$ cat src/design/blse_pkg.sv
// package: types, codes and sizes of the bounded list stack engine
`timescale 1ns / 1ps
`default_nettype none

package blse_pkg;

    localparam int CAPACITY = 64;
    localparam int ADDR_W   = (CAPACITY > 1) ? $clog2(CAPACITY) : 1;
    localparam int CNT_W    = 7;
    localparam int DATA_W   = 32;

    typedef enum logic [2:0] {
        CMD_PUSH   = 3'd0,
        CMD_POP    = 3'd1,
        CMD_REMOVE = 3'd2,
        CMD_FIND   = 3'd3,
        CMD_CLEAR  = 3'd4
    } t_cmd;

    typedef enum logic [1:0] {
        STS_OK    = 2'd0,
        STS_EMPTY = 2'd1,
        STS_FULL  = 2'd2
    } t_status;

    typedef struct packed {
        logic [2:0]               command;
        logic signed [DATA_W-1:0] value;
    } t_in;

    typedef struct packed {
        logic [1:0]               status;
        logic                     found;
        logic                     front_valid;
        logic signed [DATA_W-1:0] front_value;
        logic [CNT_W-1:0]         entry_count;
    } t_out;

    typedef enum logic [2:0] {
        ST_IDLE,
        ST_EXEC,
        ST_SCAN,
        ST_FRONT,
        ST_RESULT
    } t_state;

    // commands from the controller to the datapath
    typedef struct packed {
        logic load;
        logic exec;
        logic scan;
        logic front;
        logic emit;
    } t_ctrl;

    // status from the datapath to the controller
    typedef struct packed {
        logic is_scan;
        logic scan_done;
    } t_dp_sts;

endpackage

`default_nettype wire

$ cat src/design/blse_ram.sv
// generic single-write, single-read ram with registered read data
`timescale 1ns / 1ps
`default_nettype none

module blse_ram #(
    parameter int WIDTH = 32,
    parameter int DEPTH = 64
) (
    input  wire logic                                   i_clk,
    input  wire logic                                   i_we,
    input  wire logic [((DEPTH > 1) ? $clog2(DEPTH) : 1)-1:0] i_waddr,
    input  wire logic [WIDTH-1:0]                       i_wdata,
    input  wire logic [((DEPTH > 1) ? $clog2(DEPTH) : 1)-1:0] i_raddr,
    output logic      [WIDTH-1:0]                       o_rdata
);

    logic [WIDTH-1:0] r_mem [DEPTH];

    always_ff @(posedge i_clk) begin
        if (i_we) begin
            r_mem[i_waddr] <= i_wdata;
        end
        o_rdata <= r_mem[i_raddr];
    end

endmodule

`default_nettype wire

$ cat src/design/blse_ctrl.sv
// controller state machine of the bounded list stack engine
`timescale 1ns / 1ps
`default_nettype none

module blse_ctrl
    import blse_pkg::*;
(
    input  wire logic    i_clk,
    input  wire logic    i_rst_n,
    input  wire logic    i_start,
    input  wire t_dp_sts i_sts,
    output logic         o_busy,
    output t_ctrl        o_ctl
);

    t_state r_state;
    t_state n_state;

    always_ff @(posedge i_clk) begin
        if (!i_rst_n) begin
            r_state <= ST_IDLE;
        end else begin
            r_state <= n_state;
        end
    end

    always_comb begin
        n_state = r_state;
        unique case (r_state)
            ST_IDLE: begin
                if (i_start) n_state = ST_EXEC;
            end
            ST_EXEC: begin
                n_state = i_sts.is_scan ? ST_SCAN : ST_FRONT;
            end
            ST_SCAN: begin
                if (i_sts.scan_done) n_state = ST_FRONT;
            end
            ST_FRONT: begin
                n_state = ST_RESULT;
            end
            ST_RESULT: begin
                n_state = ST_IDLE;
            end
            default: begin
                n_state = ST_IDLE;
            end
        endcase
    end

    always_comb begin
        o_ctl  = '0;
        o_busy = 1'b1;
        unique case (r_state)
            ST_IDLE: begin
                o_busy     = 1'b0;
                o_ctl.load = i_start;
            end
            ST_EXEC:   o_ctl.exec  = 1'b1;
            ST_SCAN:   o_ctl.scan  = 1'b1;
            ST_FRONT:  o_ctl.front = 1'b1;
            ST_RESULT: o_ctl.emit  = 1'b1;
            default:   o_busy      = 1'b1;
        endcase
    end

endmodule

`default_nettype wire

$ cat src/design/blse_dp.sv
// datapath: entry store, count, scan pointers and result register
`timescale 1ns / 1ps
`default_nettype none

module blse_dp
    import blse_pkg::*;
(
    input  wire logic  i_clk,
    input  wire logic  i_rst_n,
    input  wire t_in   i_item,
    input  wire t_ctrl i_ctl,
    output t_dp_sts    o_sts,
    output logic       o_done,
    output t_out       o_result
);

    logic [2:0]        r_cmd,    n_cmd;
    logic [DATA_W-1:0] r_value,  n_value;
    logic [CNT_W-1:0]  r_count,  n_count;
    logic [CNT_W-1:0]  r_rd,     n_rd;
    logic [CNT_W-1:0]  r_wr,     n_wr;
    logic              r_pend,   n_pend;
    logic              r_found,  n_found;
    logic [1:0]        r_status, n_status;
    logic              r_done,   n_done;
    t_out              r_res,    n_res;

    logic              we;
    logic [ADDR_W-1:0] waddr;
    logic [DATA_W-1:0] wdata;
    logic [ADDR_W-1:0] raddr;
    logic [DATA_W-1:0] rdata;
    logic [CNT_W-1:0]  count_m1;
    logic              scan_done;
    logic              match;

    blse_ram #(
        .WIDTH (DATA_W),
        .DEPTH (CAPACITY)
    ) u_ram (
        .i_clk   (i_clk),
        .i_we    (we),
        .i_waddr (waddr),
        .i_wdata (wdata),
        .i_raddr (raddr),
        .o_rdata (rdata)
    );

    assign count_m1  = r_count - CNT_W'(1);
    assign scan_done = !r_pend && (r_rd == r_count);
    assign match     = (rdata == r_value);

    assign o_sts.is_scan   = (r_cmd == CMD_REMOVE) || (r_cmd == CMD_FIND);
    assign o_sts.scan_done = scan_done;

    // the front read uses the only read port, scanning uses it otherwise
    assign raddr = i_ctl.front ? count_m1[ADDR_W-1:0] : r_rd[ADDR_W-1:0];

    always_comb begin
        n_cmd    = r_cmd;
        n_value  = r_value;
        n_count  = r_count;
        n_rd     = r_rd;
        n_wr     = r_wr;
        n_pend   = r_pend;
        n_found  = r_found;
        n_status = r_status;
        n_res    = r_res;
        n_done   = i_ctl.emit;
        we       = 1'b0;
        waddr    = r_wr[ADDR_W-1:0];
        wdata    = rdata;

        if (i_ctl.load) begin
            n_cmd   = i_item.command;
            n_value = i_item.value;
        end

        if (i_ctl.exec) begin
            n_status = STS_OK;
            n_found  = 1'b0;
            n_rd     = '0;
            n_wr     = '0;
            n_pend   = 1'b0;
            case (r_cmd)
                CMD_PUSH: begin
                    if (r_count == CNT_W'(CAPACITY)) begin
                        n_status = STS_FULL;
                    end else begin
                        we      = 1'b1;
                        waddr   = r_count[ADDR_W-1:0];
                        wdata   = r_value;
                        n_count = r_count + CNT_W'(1);
                    end
                end
                CMD_POP: begin
                    if (r_count == '0) begin
                        n_status = STS_EMPTY;
                    end else begin
                        n_count = count_m1;
                    end
                end
                CMD_CLEAR: n_count = '0;
                default:   n_count = r_count;
            endcase
        end

        if (i_ctl.scan) begin
            // data read last cycle is handled while the next slot is read
            if (r_pend) begin
                if ((r_cmd == CMD_FIND) && match) begin
                    n_found = 1'b1;
                end
                if ((r_cmd == CMD_REMOVE) && !match) begin
                    we    = 1'b1;
                    waddr = r_wr[ADDR_W-1:0];
                    wdata = rdata;
                    n_wr  = r_wr + CNT_W'(1);
                end
            end
            if (r_rd < r_count) begin
                n_rd   = r_rd + CNT_W'(1);
                n_pend = 1'b1;
            end else begin
                n_pend = 1'b0;
            end
            if (scan_done && (r_cmd == CMD_REMOVE)) begin
                n_count = r_wr;
            end
        end

        if (i_ctl.emit) begin
            n_res.status      = r_status;
            n_res.found       = r_found;
            n_res.front_valid = (r_count != '0);
            n_res.front_value = (r_count != '0) ? rdata : '0;
            n_res.entry_count = r_count;
        end
    end

    always_ff @(posedge i_clk) begin
        if (!i_rst_n) begin
            r_count <= '0;
            r_pend  <= 1'b0;
            r_done  <= 1'b0;
        end else begin
            r_count <= n_count;
            r_pend  <= n_pend;
            r_done  <= n_done;
        end
    end

    always_ff @(posedge i_clk) begin
        r_cmd    <= n_cmd;
        r_value  <= n_value;
        r_rd     <= n_rd;
        r_wr     <= n_wr;
        r_found  <= n_found;
        r_status <= n_status;
        r_res    <= n_res;
    end

    assign o_done   = r_done;
    assign o_result = r_res;

endmodule

`default_nettype wire

$ cat src/design/bounded_list_stack_engine.sv
// top level of the bounded list stack engine
`timescale 1ns / 1ps
`default_nettype none

// bounded front-access list of up to 64 signed 32-bit entries, stored in
// stack order in a single-port-write, single-port-read ram. an item (command
// and value) is taken when i_start is high and o_busy is low; exactly one
// result item follows, shown on o_result for one cycle with o_done high.
// the receiver cannot stall, so it must take the result in that cycle.
// push, pop, clear and unused codes pass through execute, front read and
// result states; remove and find also walk the stored entries through the ram
// read port, one entry per cycle, between execute and the front read.
// remove compacts the survivors in place through the write port during the
// same walk. o_busy drops in the cycle o_done is shown, so a new item may be
// taken while the previous result is on the ports. there is no clearing pass
// after reset: entries above the count never reach a result.
module bounded_list_stack_engine
    import blse_pkg::*;
(
    input  wire logic i_clk,
    input  wire logic i_rst_n,
    input  wire logic i_start,
    input  wire t_in  i_item,
    output logic      o_busy,
    output logic      o_done,
    output t_out      o_result
);

    t_ctrl   ctl;
    t_dp_sts sts;

    // sequencing: idle, execute, scan, front read, result
    blse_ctrl u_ctrl (
        .i_clk   (i_clk),
        .i_rst_n (i_rst_n),
        .i_start (i_start),
        .i_sts   (sts),
        .o_busy  (o_busy),
        .o_ctl   (ctl)
    );

    // store, count, scan pointers and the registered result
    blse_dp u_dp (
        .i_clk    (i_clk),
        .i_rst_n  (i_rst_n),
        .i_item   (i_item),
        .i_ctl    (ctl),
        .o_sts    (sts),
        .o_done   (o_done),
        .o_result (o_result)
    );

endmodule

`default_nettype wire

$ cat config.mk
export PLATFORM = sky130hd
export DESIGN_NAME = bounded_list_stack_engine
export DESIGN_NICKNAME = d
export VERILOG_FILES = /design/src/design/blse_pkg.sv /design/src/design/blse_ram.sv /design/src/design/blse_ctrl.sv /design/src/design/blse_dp.sv /design/src/design/bounded_list_stack_engine.sv
export SDC_FILE = /design/constraint.sdc
export NUM_CORES = 2
export LEC_CHECK = 0
export BUFFER_PORTS_ARGS = -buffer_cell sky130_fd_sc_hd__buf_4
export CORE_ASPECT_RATIO = 0.7
export CORE_UTILIZATION = 50
export CTS_CLUSTER_DIAMETER = 40
export CTS_CLUSTER_SIZE = 24
export DETAILED_ROUTE_END_ITERATION = 7
export PLACE_DENSITY = 0.75
export SYNTH_ARGS = -nofsm -noshare
export SYNTH_HDL_FRONTEND = slang
export SYNTH_SLANG_ARGS = --single-unit
export TNS_END_PERCENT = 10
$ cat constraint.sdc
create_clock -name i_clk -period 4.1 [get_ports i_clk]
set_input_delay 0.615 -clock i_clk [delete_from_list [all_inputs] [get_ports i_clk]]
set_output_delay 0.615 -clock i_clk [all_outputs]
set_load 0.01 [all_outputs]
### Word-level counts from Yosys, hierarchy flattened

Memory sizes are Yosys's and may differ from the RTL's. A register that Yosys moved wholly into a read port is not among the register bits.
Index checks and enable logic that the tools add are counted.

| operators by class | value |
|---|---|
| add/subtract/negate cells | 4 |
| magnitude comparators | 1 |
| equal/unequal tests | 13 |
| muxes and demuxes | 54 |
| reductions and logical operators | 13 |

Operator list:

| operator | count |
|---|---|
| 2-to-1 mux 32 bit | 6 |
| 2-to-1 mux 7 bit | 12 |
| 2-to-1 mux 6 bit | 7 |
| == test 32 bit | 1 |
| 2-to-1 mux 1 bit | 23 |
| adder 7 x 1 -> 7 bit (second input constant) | 3 |
| one-hot mux 7 bit (3 select lines) | 1 |
| == test 3 x 2 -> 1 bit (second input constant) | 4 |
| one-hot mux 3 bit (4 select lines) | 1 |
| == test 7 bit | 1 |
| == test 7 bit (second input constant) | 1 |
| logical NOT 7 bit | 1 |
| < comparator 7 bit | 1 |
| nonzero test 7 bit | 1 |
| subtractor 7 x 1 -> 7 bit (second input constant) | 1 |
| == test 3 x 1 -> 1 bit (second input constant) | 2 |
| == test 3 bit (second input constant) | 2 |
| logical NOT 3 bit | 2 |
| 2-to-1 mux 3 bit | 2 |
| logical AND 1 bit | 4 |
| one-hot mux 2 bit (2 select lines) | 1 |
| logical NOT 1 bit | 2 |
| 2-to-1 mux 2 bit | 1 |
| inequality test 2 x 1 -> 1 bit (second input constant) | 1 |
| other kinds (4) | 4 |

| word-level totals | value |
|---|---|
| register bits after elaboration | 107 |
| bits in writable memories | 2048 |
| input port bits | 38 |
| output and inout bits | 45 |
| logic and storage cells | 101 |
| memories kept | 1 |

Memories:

| name | depth | bits a word | rd ports | clocked after memory_dff | write ports | line | text |
|---|---|---|---|---|---|---|---|
| u_dp.u_ram.r_mem | 64 | 32 | 1 | 1 | 1 | blse_ram.sv:17 | `logic [WIDTH-1:0] r_mem [DEPTH];` |

### Logic depth before layout (Yosys ltp)

| depth | value |
|---|---|
| word-level depth | 9 |
| gate-level depth with buffers | 14 |
| mapped depth without buffers | 9 |

### Cells and area by module

From an unflattened synthesis, not the netlist that was laid out.

| second synthesis, totals | value |
|---|---|
| cell total of the unflattened synthesis | 3782 |
| area total of the unflattened synthesis | 83986.8 um^2 |

By module, submodules not included:

| module | times used | cells each | area each (um^2) | seq. area each (um^2) |
|---|---|---|---|---|
| blse_ram | 1 | 3324 | 78515.3 | 62139.6 |
| blse_dp | 1 | 437 | 5290.1 | 2882.8 |
| blse_ctrl | 1 | 21 | 181.4 | 60.1 |

### Worst setup path before layout

Ideal clock, no wire load.

| timing | value |
|---|---|
| kind | register -> register |
| from | register u_dp.r_count[0] |
| to | memory u_dp.u_ram.r_mem[18][0] (enable) |
| setup time | 421 ps |
| arrival time | 3875 ps |
| data required time | 3679 ps |
| setup slack | -196 ps |
| stages on the path, launching flop included | 12 |
| path buffers | 3 |
| period minus slack after synthesis | 4296 ps |
| cell sequence | dfxtp_1 clkbuf_1 inv_1 ha_1 nor3b_4 a31oi_4 and2_1 buf_6 a22o_1 or3_1 clkbuf_1 nor2_1 |

| between the ends | value |
|---|---|
| longest elaborated chain between the ends | 9 |
| elaborated cells between the ends (all ways) | 15 |
| classes of those cells | eq/ne: 1; mux: 14 |

Ends and longest elaborated chain:

| what | line | text |
|---|---|---|
| start: declaration | blse_dp.sv:19 | `logic [CNT_W-1:0] r_count, n_count;` |
| start signal: assignment | blse_dp.sv:147 | `r_count <= n_count;` |
| == test 7 bit | blse_dp.sv:87 | `if (r_count == CNT_W'(CAPACITY)) begin` |
| 2-to-1 mux 1 bit | blse_dp.sv:87 |  |
| 2-to-1 mux 1 bit | blse_dp.sv:85 | `case (r_cmd)` |
| 2-to-1 mux 1 bit | blse_dp.sv:79 | `if (i_ctl.exec) begin` |
| 2-to-1 mux 1 bit | blse_dp.sv:114 | `if ((r_cmd == CMD_REMOVE) && !match) begin` |
| 2-to-1 mux 1 bit | blse_dp.sv:110 | `if (r_pend) begin` |
| 2-to-1 mux 1 bit | blse_dp.sv:108 | `if (i_ctl.scan) begin` |
| 2-to-1 mux 1 bit | blse_ram.sv:20 | `if (i_we) begin` |
| 2-to-1 mux 1 bit (implied by the code) | blse_ram.sv:21 | `r_mem[i_waddr] <= i_wdata;` |
| end: declaration | blse_ram.sv:17 |  |

Several ways; a longest one is shown, not always the timed one.

### Final worst setup path

| timing | value |
|---|---|
| from | register u_dp.r_count[1] |
| to | memory u_dp.u_ram.r_mem[14][2] (enable) |

Same word-level chain as after synthesis.

==> key figures <==
STA
  – Worst-margin pin slew: roughly 1.2 ns
  – Fin crit share: 96.7%
  – Final Hold Viols: 0
  – Fmax: 252 MHz
  – Rel. slew slack: 21.1%
  – Unrepaired setup endpoints after global routing: no
  – Fin. max-slew vios: 0
  – Skew final: 0.0395 ns
  – Min Tclk post-route: between 3 and 4 ns
  – Final Setup Violations: 0

Power and ir drop
  – Cell Pwr Density: 545 mW/mm^2
  – Max VDD drop: 0.489 mV
  – Internal power: 37,200 uW
  – Pleak: 0.0326 uW
  – Combinational Power Share: 17.2%
  – Switching Share: 29.9%
  – Switching Power: 15,800 uW
  – Clock share of power: 30.5%
  – Sequential Power Share: a little over half

Setup path
  – Endpoint class of the critical path: register
  – Max stage delay on crit path: around 0.77 ns
  – Worst path required time: 4.56 ns
  – Crit path buffers/inverters: 2
  – Worst-path maximum fanout: 23
  – Worst Reg-to-Reg Cells: 9
  – Levels on crit path: 9
  – Worst path top cell family by delay: simple AND/OR/NAND/NOR gates
  – Crit path max-delay cell type: or3_1
  – Worst EP arrival: 4.42 ns
  – Worst Setup Start Kind: register
  – Setup CP Type: register to register
  – CP cell instances: inv_1 -> ha_1 -> nor3b_4 -> a31oi_4 -> and2_2 -> o21a_1 -> or3_1 -> nor2_4 -> buf_4

Synthesis
  – Yosys reg bits: roughly 2.2k
  – Syn Area/Cell: 13.0 sq um
  – Syn_nets: roughly 6.6k
  – Synth Flop Type: edfxtp_1
  – Seq/Total Area, Yosys: 75.7%
  – Largest cells by area after synthesis: edfxtp_1, nand2_1, nand3_1, a31oi_1, dfxtp_1
  – Synth Cell Area: 0.0859 sq mm
  – Synth Area in Compound Gates: about 2.5%
  – Post-synthesis mux area share: 0.941%
  – Synth Area in XOR/XNOR: 0.387%
  – Ys Warns: 0
  – Top-area cell type share of the netlist area: between 70% and 80%
  – Cells after Synth: 6,588
  – Largest area contributor in the netlist: edfxtp_1
  – Yosys cell types: a little under 70
  – Fraction of registers with async set/reset: 0%
  – Post-Synth Adder-Cell Area: 0.160%
  – Main combinational cell family by area after synthesis: simple AND/OR/NAND/NOR gates
  – Post-synthesis simple-gate area fraction: 18.1%
  – Post-synth EDFFs: roughly 2.1k

Cells and area
  – Growth of design area from synthesis to finish: 13.3%
  – Register area: 0.0651 sq mm
  – Post-route cell area: 0.0973 sq mm
  – Nets: between 6k and 7k
  – Final Non-Filler Cells: 9,130
  – Fillers: 12.6k
  – Final core utilization: 57.4%
  – Share of post-route cells with drive strength above 1: 11.5%
  – Area occupied by multi-input gates: around 0.02 sq mm

Placement
  – Hpwl dp: 150,000 um
  – PortBufs: 82
  – Post-DP Area: 0.0917 sq mm
  – RePlAce Congestion: just over 0.9
  – Dpl cells: 8,806

Global routing
  – Initial antenna violation count: 25
  – GRT Resource Usage Total: around 28%
  – Largest net degree at the start of global routing: 97
  – First-pass GRT wire length: 360,000 um
  – Vias in the first global route: ~53k
  – Total grt overflow: 0

Drt
  – Avg WL per Cell: 27.4 um
  – Drt first pass iters: 6
  – Antenna-violating nets left: 0
  – Via/cell ratio: 6.29
  – WL final: around 250,000 um
  – Starting DRT DRC Count: ~11k
  – Post-route DRC: 0
  – Via count: 57.4k

Die
  – Total die area: 0.174 sq mm
  – Core Footprint: 0.170 sq mm
  – Num rows: 126
  – Die height: 349 um
  – Initial core utilization: 50.7%
  – Boundary pin count: 83
  – Die Span X: 497 um

Clock network
  – # H-tree levels: 4
  – Reg clk slew, reported paths: 0.09 ns
  – CTS tree: yes
  – Num CTS Buffers: between 150 and 200
  – Root buffer cell: clkbuf_16
  – Clock Sink Count: 2,187
  – Clk_lat worst skew: 0.82 ns
  – Setup Buffers After CTS: 0
  – Longest Clk Path Bufs: 3

Hold path
  – Hold depth: 1
  – Hold WC Path Type: input pin to register

Job
  – Max cap viols: 0

Run status
  – Status: finished, final reports clean
[kinds of logic after synthesis]
family                     count (synthesis)
and+or+nand+nor                         3524
DFF                                     2187
muxes                                     75
adders and majority gates                 11
AOI/OAI and AO/OA                        316
xor gates and xnor gates                  38
buffers and inverters                    437
[path summary, 6_finish.rpt]
check,start,end,slack (ns)
worst max-delay path,u_dp.r_count[1],u_dp.u_ram.r_mem[14][2],0.14
worst min-delay path,i_item[19],u_dp.r_value[19],0.04
worst max register to register,u_dp.r_count[1],u_dp.u_ram.r_mem[14][2],0.14
worst min register to register,u_dp.r_status[1],u_dp.o_result[42],0.43
[power by group through the flow]
stage          clock [uW]  combinational (uW)  sequential (uW)
6_report            16200                9150            27700
4_1_cts             16200                8810            27700
2_1_floorplan           0                4500            28100
3_3_place_gp            0                8480            28200
5_1_grt             17000                9470            27700
3_5_place_dp            0                8760            28200
[final cells by class]
| type | count | share of cell area, % |
|---|---|---|
| Antenna cell | 7 | 0.0180 |
| Clock buffer | 167 | 4.01 |
| Clock inverter | 117 | 1.41 |
| Inverter | 18 | 0.0694 |
| Multi-Input combinational cell | 3964 | 20.1 |
| Sequential cell | 2187 | 66.9 |
| Tap cell | 2240 | 2.88 |
| Timing Repair Buffer | 430 | 4.64 |
[through the flow]
stage,total power [uW],setup WS (ns),setup TNS [ns],hold WS (ns)
2_1_floorplan,32600,-0.196,-259.97,0.400
3_3_place_gp,36600,0.198,0,0.407
3_5_place_dp,36900,0.181,0,0.413
4_1_cts,52700,0.159,0,0.000669
5_1_grt,54200,0.00985,0,0.0137
6_report,53100,0.136,0,0.0358
[placed cells by master, fill, tap and decap left out, types with 35 or more instances in the layout]
cell / count
edfxtp_1: 2128
a31oi_1: 194
buf_4: 300
mux2i_1: 35
nand3_1: 1122
and2_1: 38
dfxtp_1: 59
nand4_1: 179
xnor2_1: 38
nand2_1: 2015
nor2_4: 67
clkbuf_16: 154
buf_12: 96
mux2_2: 38
[flip-flops by register name (all words and copies together), names as in the netlist]
register	flops
u_ctrl.r_state	3
u_dp.o_done	1
u_dp.o_result	43
u_dp.r_cmd	3
u_dp.r_count	7
u_dp.r_found	1
u_dp.r_pend	1
u_dp.r_rd	7
u_dp.r_status	2
u_dp.r_value	32
u_dp.r_wr	7
u_dp.u_ram.o_rdata	32
u_dp.u_ram.r_mem	2048
[worst reg2reg max path, stage by stage, from the launching register on]
cell and delay, ns:
dfxtp_1 0.32, inv_1 0.20, ha_1 0.31, nor3b_4 0.40, a31oi_4 0.21, and2_2 0.39
o21a_1 0.40, or3_1 0.77, nor2_4 0.24, buf_4 0.37
[cells in the mapped netlist (6+ instances only)]
cell type and n:
mux2i_1 35, or3_1 6, nor3b_1 6, nand3_1 1122, buf_2 149, nand2b_1 8
xnor2_1 38, and4_1 30, nor3_1 12, nor2_1 78, ha_1 11, mux2_2 38
o21ai_0 17, edfxtp_1 2128, a31oi_1 195, inv_1 17, dfxtp_1 59, nor2b_1 7
clkbuf_1 215, nand4_1 179, and2_1 39, nand2_1 2015, a21oi_1 21, buf_1 46
a22oi_1 7, a32oi_1 24
[per-layer routing]
layer / track usage (%) / routed length [um]
met1: 41.2 / 94300
met2: 39.7 / 104000
met3: 9.00 / 41500
met4: 10.9 / 9660
met5: 0 / 181
[timing repair]
item	4_1_cts	5_1_grt
hold endpoints to repair	33	0
endpoints found under the setup margin	0	32
resized for setup	0	2
hold buffers	33	0
No activity file was read; power rests on OpenSTA's default activity.
